$ cat src/rtl/core/b2d_pkg.sv
package b2d_pkg;

   localparam int VALUE_W   = 63;
   localparam int DIGIT_W   = 4;
   localparam int POS_W     = 5;
   localparam int BIT_CNT_W = 6;

   // index of the final shift step (one step per input bit)
   localparam logic [BIT_CNT_W-1:0] LAST_BIT = BIT_CNT_W'(VALUE_W - 1);

   localparam logic [DIGIT_W-1:0] DIGIT_MAX = 4'd9;

   typedef logic [DIGIT_W-1:0] digit_type;

   typedef enum logic [2:0] {
      ST_IDLE = 3'b001,
      ST_CONV = 3'b010,
      ST_EMIT = 3'b100
   } state_type;

endpackage

$ cat src/rtl/core/b2d_dabble_step.sv
module b2d_dabble_step #(
   parameter int MAX_DIGITS = 19
) (
   input  logic [MAX_DIGITS-1:0][b2d_pkg::DIGIT_W-1:0] digits_in,
   input  logic                                        bit_in,
   output logic [MAX_DIGITS-1:0][b2d_pkg::DIGIT_W-1:0] digits_out,
   output logic                                        carry_out
);

   logic [MAX_DIGITS-1:0][b2d_pkg::DIGIT_W-1:0] adj;
   logic [MAX_DIGITS:0]                          carry;

   // add 3 to any digit of 5 or more, then shift the whole BCD word left by one
   always_comb begin
      carry[0] = bit_in;
      for (int i = 0; i < MAX_DIGITS; i++) begin
         if (digits_in[i] >= b2d_pkg::DIGIT_W'(5)) begin
            adj[i] = digits_in[i] + b2d_pkg::DIGIT_W'(3);
         end else begin
            adj[i] = digits_in[i];
         end
         digits_out[i] = {adj[i][b2d_pkg::DIGIT_W-2:0], carry[i]};
         carry[i+1]    = adj[i][b2d_pkg::DIGIT_W-1];
      end
      carry_out = carry[MAX_DIGITS];
   end

endmodule

$ cat src/rtl/core/binary_to_decimal_digits_top.sv
// Conversion: one shift-and-add-3 step per input bit, then one digit per cycle for count
// digits (count = top_digit_position + 1, saturated at MAX_DIGITS). A new transaction is
// accepted only once the previous run has ended; one shared double-dabble step unit.
// Results are one-cycle strobes; the receiver cannot stall them.
// Reset: synchronous, active high; clears the sequencer and the position register to 0.
module binary_to_decimal_digits_top #(
   parameter int MAX_DIGITS = 19
) (
   input  logic                                clock,
   input  logic                                reset,
   // input transaction
   input  logic                                start,
   output logic                                busy,
   input  logic [b2d_pkg::VALUE_W-1:0]         req_binary_value,
   // result strobe
   output logic                                rsp_valid,
   output logic [b2d_pkg::DIGIT_W-1:0]         rsp_decimal_digit,
   output logic                                rsp_last_digit,
   output logic                                rsp_overflow,
   // position register
   input  logic                                csr_wr_en,
   input  logic [b2d_pkg::POS_W-1:0]           csr_wr_data
);

   localparam int IDX_W = (MAX_DIGITS > 1) ? $clog2(MAX_DIGITS) : 1;

   b2d_pkg::state_type state_ff, state_in;

   logic [b2d_pkg::POS_W-1:0]     cfg_ff, cfg_in;
   logic [b2d_pkg::VALUE_W-1:0]   shift_ff, shift_in;
   logic [b2d_pkg::BIT_CNT_W-1:0] bits_ff, bits_in;
   logic [MAX_DIGITS-1:0][b2d_pkg::DIGIT_W-1:0] bcd_ff, bcd_in;
   logic                          ovf_ff, ovf_in;
   logic [IDX_W-1:0]              top_idx_ff, top_idx_in;
   logic [IDX_W-1:0]              pos_ff, pos_in;

   // shared double-dabble step
   logic [MAX_DIGITS-1:0][b2d_pkg::DIGIT_W-1:0] step_digits;
   logic                                        step_carry;
   logic                                        high_nonzero;
   logic [IDX_W-1:0]                            cfg_idx;

   b2d_dabble_step #(
      .MAX_DIGITS (MAX_DIGITS)
   ) u_step (
      .digits_in  (bcd_ff),
      .bit_in     (shift_ff[b2d_pkg::VALUE_W-1]),
      .digits_out (step_digits),
      .carry_out  (step_carry)
   );

   // position register saturates to the widest supported digit count
   always_comb begin
      if (cfg_ff >= b2d_pkg::POS_W'(MAX_DIGITS - 1)) begin
         cfg_idx = IDX_W'(MAX_DIGITS - 1);
      end else begin
         cfg_idx = IDX_W'(cfg_ff);
      end
   end

   // any nonzero digit above the top emitted position means the value does not fit
   always_comb begin
      high_nonzero = 1'b0;
      for (int i = 0; i < MAX_DIGITS; i++) begin
         if ((i > int'(top_idx_ff)) && (step_digits[i] != '0)) begin
            high_nonzero = 1'b1;
         end
      end
   end

   assign cfg_in = csr_wr_en ? csr_wr_data : cfg_ff;

   always_comb begin
      state_in   = state_ff;
      shift_in   = shift_ff;
      bits_in    = bits_ff;
      bcd_in     = bcd_ff;
      ovf_in     = ovf_ff;
      top_idx_in = top_idx_ff;
      pos_in     = pos_ff;
      case (state_ff)
         b2d_pkg::ST_IDLE: begin
            if (start) begin
               shift_in   = req_binary_value;
               bits_in    = '0;
               bcd_in     = '0;
               ovf_in     = 1'b0;
               top_idx_in = cfg_idx;
               state_in   = b2d_pkg::ST_CONV;
            end
         end
         b2d_pkg::ST_CONV: begin
            // bits shifted out of the top digit are lost multiples of 10^MAX_DIGITS
            shift_in = {shift_ff[b2d_pkg::VALUE_W-2:0], 1'b0};
            bcd_in   = step_digits;
            ovf_in   = ovf_ff | step_carry;
            bits_in  = bits_ff + 1'b1;
            if (bits_ff == b2d_pkg::LAST_BIT) begin
               ovf_in   = ovf_ff | step_carry | high_nonzero;
               pos_in   = top_idx_ff;
               state_in = b2d_pkg::ST_EMIT;
            end
         end
         b2d_pkg::ST_EMIT: begin
            // most significant digit first, one per cycle
            pos_in = pos_ff - 1'b1;
            if (pos_ff == '0) begin
               state_in = b2d_pkg::ST_IDLE;
            end
         end
         default: begin
            state_in = b2d_pkg::ST_IDLE;
         end
      endcase
   end

   always_ff @(posedge clock) begin
      if (reset) begin
         state_ff <= b2d_pkg::ST_IDLE;
         cfg_ff   <= '0;
      end else begin
         state_ff <= state_in;
         cfg_ff   <= cfg_in;
      end
   end

   // datapath registers, no reset needed
   always_ff @(posedge clock) begin
      shift_ff   <= shift_in;
      bits_ff    <= bits_in;
      bcd_ff     <= bcd_in;
      ovf_ff     <= ovf_in;
      top_idx_ff <= top_idx_in;
      pos_ff     <= pos_in;
   end

   assign busy              = (state_ff != b2d_pkg::ST_IDLE);
   assign rsp_valid         = (state_ff == b2d_pkg::ST_EMIT);
   assign rsp_decimal_digit = bcd_ff[pos_ff];
   assign rsp_last_digit    = (pos_ff == '0);
   assign rsp_overflow      = ovf_ff;

   // a run ends on its units digit and the block goes idle right after
   a_last_ends_run: assert property (@(posedge clock) disable iff (reset)
      rsp_valid && rsp_last_digit |=> !busy)
      else $error("run did not end after units digit");

   // every emitted digit is a valid decimal digit
   a_digit_range: assert property (@(posedge clock) disable iff (reset)
      rsp_valid |-> rsp_decimal_digit <= b2d_pkg::DIGIT_MAX)
      else $error("digit out of range");

   // overflow flag holds across the whole run
   a_ovf_stable: assert property (@(posedge clock) disable iff (reset)
      rsp_valid && $past(rsp_valid) |-> $stable(rsp_overflow))
      else $error("overflow changed within a run");

   // an accepted transaction starts conversion, no result in the next cycle
   a_start_conv: assert property (@(posedge clock) disable iff (reset)
      start && !busy |=> busy && !rsp_valid)
      else $error("accepted transaction did not start conversion");

endmodule

$ cat config.mk
export PLATFORM = sky130hd
export DESIGN_NAME = binary_to_decimal_digits_top
export DESIGN_NICKNAME = d
export VERILOG_FILES = /design/src/rtl/core/b2d_pkg.sv /design/src/rtl/core/b2d_dabble_step.sv /design/src/rtl/core/binary_to_decimal_digits_top.sv
export SDC_FILE = /design/constraint.sdc
export NUM_CORES = 1
export LEC_CHECK = 0
export BUFFER_PORTS_ARGS = -buffer_cell sky130_fd_sc_hd__buf_2
export CAP_MARGIN = 20
export CORE_AREA = 2 2 129 131
export DETAILED_ROUTE_END_ITERATION = 6
export DIE_AREA = 0 0 131 133
export HOLD_SLACK_MARGIN = 0.15
export PLACE_DENSITY = 0.83
export SLEW_MARGIN = 20
export SYNTH_ARGS = -nofsm -noshare
export SYNTH_HDL_FRONTEND = slang
export SYNTH_HIERARCHICAL = 1
export SYNTH_SLANG_ARGS = --single-unit
$ cat constraint.sdc
create_clock -name clock -period 16.62 [get_ports clock]
set_clock_uncertainty 0.15 [all_clocks]
set_input_delay 0 -clock clock [delete_from_list [all_inputs] [get_ports clock]]
set_output_delay 0 -clock clock [all_outputs]
set_load 0.01 [all_outputs]
==> results.sh <==
export IMPL_outcome="finished clean"
export IMPL_rsz0062_at_grt="no"
export IMPL_setup_tns_ps=0
export IMPL_post_place_ws_ps=13690
export IMPL_antenna_found_initial=0
export IMPL_power_frac_clock_pct=36.7
export IMPL_slew_violations=0
export IMPL_cts_max_level=4
export IMPL_cts_tree="done"
export IMPL_clock_path_buffers=2
export IMPL_ir_drop_mv=0.07356
export IMPL_startpoint_type="register"
export IMPL_combPwrFrac_pct=14.9
export IMPL_dieArea_sq_mm=0.01742
export IMPL_relSlewSlack_pct=32.46
export IMPL_nNetsFinal=1204
export IMPL_cts_buffers=17
export IMPL_path_clk_slew_ps=70
export IMPL_setup_slack_ps=13530
export IMPL_grt_pass1_vias=7465
export IMPL_io_buffers=79
export IMPL_critPathBufInv=2
export IMPL_arrival_ps=3310
export IMPL_drc=0
export IMPL_fp_dieW_microns=131
export IMPL_syn_inst=950
export IMPL_required_ps=16840
export IMPL_fp_dieH_microns=133
export IMPL_yosys_warnings=6
export IMPL_max_stage_delay_ps=800
export IMPL_cts_setup_buffers=0
export IMPL_seqPwrFrac_pct=48.4
export IMPL_synth_edff_count=156
export IMPL_area_delta_synth_final_pct=20.82
export IMPL_diodes=0
export IMPL_yosysUniqueCellTypes=45
export IMPL_wl_per_cell_microns=17.34
export IMPL_initial_core_util_pct=58.72
export IMPL_gp_congestion=0.8365
export IMPL_post_route_period_util_pct=18.59
export IMPL_p_leak_uw=0.005032
export IMPL_nFillCells=1050
export IMPL_tightest_slew_ps=1013
export IMPL_cp_end_kind="register"
export IMPL_synth_seq_area_share_pct=51.01
export IMPL_crit_type="register to register"
export IMPL_hold_start="req_binary_value[40]"
export IMPL_sw_frac_of_total_pct=26.96
export IMPL_grt_pass1_wl_microns=36910
export IMPL_synth_nets=1064
export IMPL_power_internal_uw=782.1
export IMPL_finalHoldViolations=0
export IMPL_drive_gt1_share_pct=14.78
export IMPL_synthArstFlopShare_pct=0
export IMPL_switchingPower_uw=288.6
export IMPL_path_delay_family="simple AND/OR/NAND/NOR gates"
export IMPL_r2r_start="pos_ff[1]"
export IMPL_grt_overflow=0
export IMPL_multi_input_area_sq_mm=0.004323
export IMPL_drtIter0Drc=657
export IMPL_io_pins=80
export IMPL_clkLatencyLatePin_ps=430
export IMPL_setup_viol=0
export IMPL_crit_fanout=23
export IMPL_vias=7586
export IMPL_ctsResizeCount=0
export IMPL_path_cells="inv_1 > ha_1 > nor4b_1 > nor2_1 > nor3_1 > dlygate4sd3_1"
export IMPL_hp_class="input port to register"
export IMPL_vias_per_cell=5.734
export IMPL_dp_final_hpwl_microns=13340
export IMPL_fmax_mhz=323.7
export IMPL_synth_area_sq_mm=0.009497
export IMPL_seq_area_sq_mm=0.004846
export IMPL_ys_ff_latch=164
export IMPL_row_count=47
export IMPL_critPathSlowestCell="edfxtp_1"
export IMPL_grt_max_degree=83
export IMPL_drv_cap=0
export IMPL_pwr_density_cell_mw_per_mm2=93.33
export IMPL_wl_microns=22940
export IMPL_ant_nets=0
export IMPL_synthFlopType="edfxtp_1"
export IMPL_core_sq_mm=0.01617
export IMPL_grtUsageTotal_pct=27.18
export IMPL_root_buffer="clkbuf_16"
export IMPL_fin_crit_ps=3089
export IMPL_setup_worst_path_start="pos_ff[1]"
export IMPL_cts_sinks=164
export IMPL_drt_first_pass_iters=6
export IMPL_avgSynthCellArea_sq_um=9.996
-- metal layers --
metal,GRT usage (%),wire length [microns]
met1,35.65,9288
met2,45.54,11840
met3,5.055,1416
met4,8.924,395
met5,0,0
-- power by group through the flow --
stage                     clock [uW]  combinational [uW]  sequential [uW]
final                            393                 160              518
after global routing             412                 175              522
after CTS                        392                 155              517
after detailed placement           0                 138              526
after global placement             0                 131              525
after floorplan                    0                 102              531
-- metrics by stage --
| stage | cell area (sq um) | hold WS (ps) | cells | total power, uW | utilization (%) |
|---|---|---|---|---|---|
| floorplan | 9497 | -3.156 | 950 | 632.7 | - |
| global placement | 10040 | 84.86 | 1208 | 655.5 | 62.09 |
| detailed placement | 10070 | 93.48 | 1209 | 664.3 | 62.26 |
| CTS | 11460 | 201.1 | 1322 | 1064 | 70.85 |
| global route | 11470 | 235.3 | 1323 | 1109 | 70.95 |
| finish | 11470 | 223.3 | 1323 | 1071 | 70.95 |
-- state kept, by name, indices dropped and copies added, names as in the netlist --
name / flops
bcd_ff: 76
shift_ff: 63
bits_ff: 6
cfg_ff: 5
pos_ff: 5
top_idx_ff: 5
state_ff: 3
rsp_overflow: 1
-- timing repair --
action                                 CTS  global route
endpoints found under the hold margin   76             0
setup endpoints to repair                0             0
hold buffers                            81             0
-- final timing paths --
| path | endpoint | slack [ps] | cells after the start |
|---|---|---|---|
| worst min-delay path | shift_ff[40] | 220 | 4 |
| worst min register to register | shift_ff[36] | 360 | 2 |
| worst max register to register | state_ff[1] | 13530 | 6 |
| worst max-delay path | state_ff[1] | 13530 | 6 |
-- tightest hold or removal path, delay by kind of cell --
| kind | cells | cell delay [ps] |
|---|---|---|
| buffers and inverters | 2 | 620 |
| and+or+nand+nor | 2 | 90 |
-- synth_stat cells, types with 4 or more instances --
library cell    n  area, sq um
o21ai_0        30        150.1
nand2b_1       40        250.2
nand2_1       275         1032
nor3_1          5        25.02
nor2b_1         4        25.02
o22ai_1         5        31.28
xnor2_1        22        192.7
nor2_1         45        168.9
xor2_1          4        35.03
mux4_2         16        360.4
a21oi_1        10        50.05
dfxtp_1         8        160.2
ha_1           42        525.5
a211oi_1        4        30.03
edfxtp_1      156         4684
mux2i_1        28        280.3
and3_1         76        475.5
nand3_1         5        25.02
inv_1          44        165.2
a22oi_1         4        30.03
a21oi_2        19        166.4
clkbuf_1       38        142.6
o21ai_1        20        100.1
nor4_1         15        93.84
mux2_2          4        45.04
-- cell usage in the layout, fill, tap and decap left out, types with 22 or more instances in the layout --
cell type      instances
and3_1                76
o21ai_0               29
buf_2                 79
nand2_1              274
nand2b_1              40
xnor2_1               22
inv_1                 44
nor2_1                44
edfxtp_1             156
dlygate4sd3_1         81
ha_1                  42
mux2i_1               28
-- final cells by class --
cell class                 count  share of cell area [%]
clock inverter                15                   1.330
tap                          220                   2.399
clock buffer                  17                   3.708
multi-input combinational    696                   37.68
inverter                      44                   1.439
sequential                   164                   42.24
timing repair buffer         167                   11.21
-- cell families after synthesis --
group	after synthesis	synth area share, %
XOR/XNOR	26	2.398
AND/OR/NAND/NOR	478	23.35
multiplexers	48	7.220
AO/OA/AOI/OAI	102	6.772
buffers and inverters	90	3.715
flip-flops	164	51.01
adder cells (fa/ha/maj)	42	5.534
Note: power is estimated with default switching activity, not from simulation.
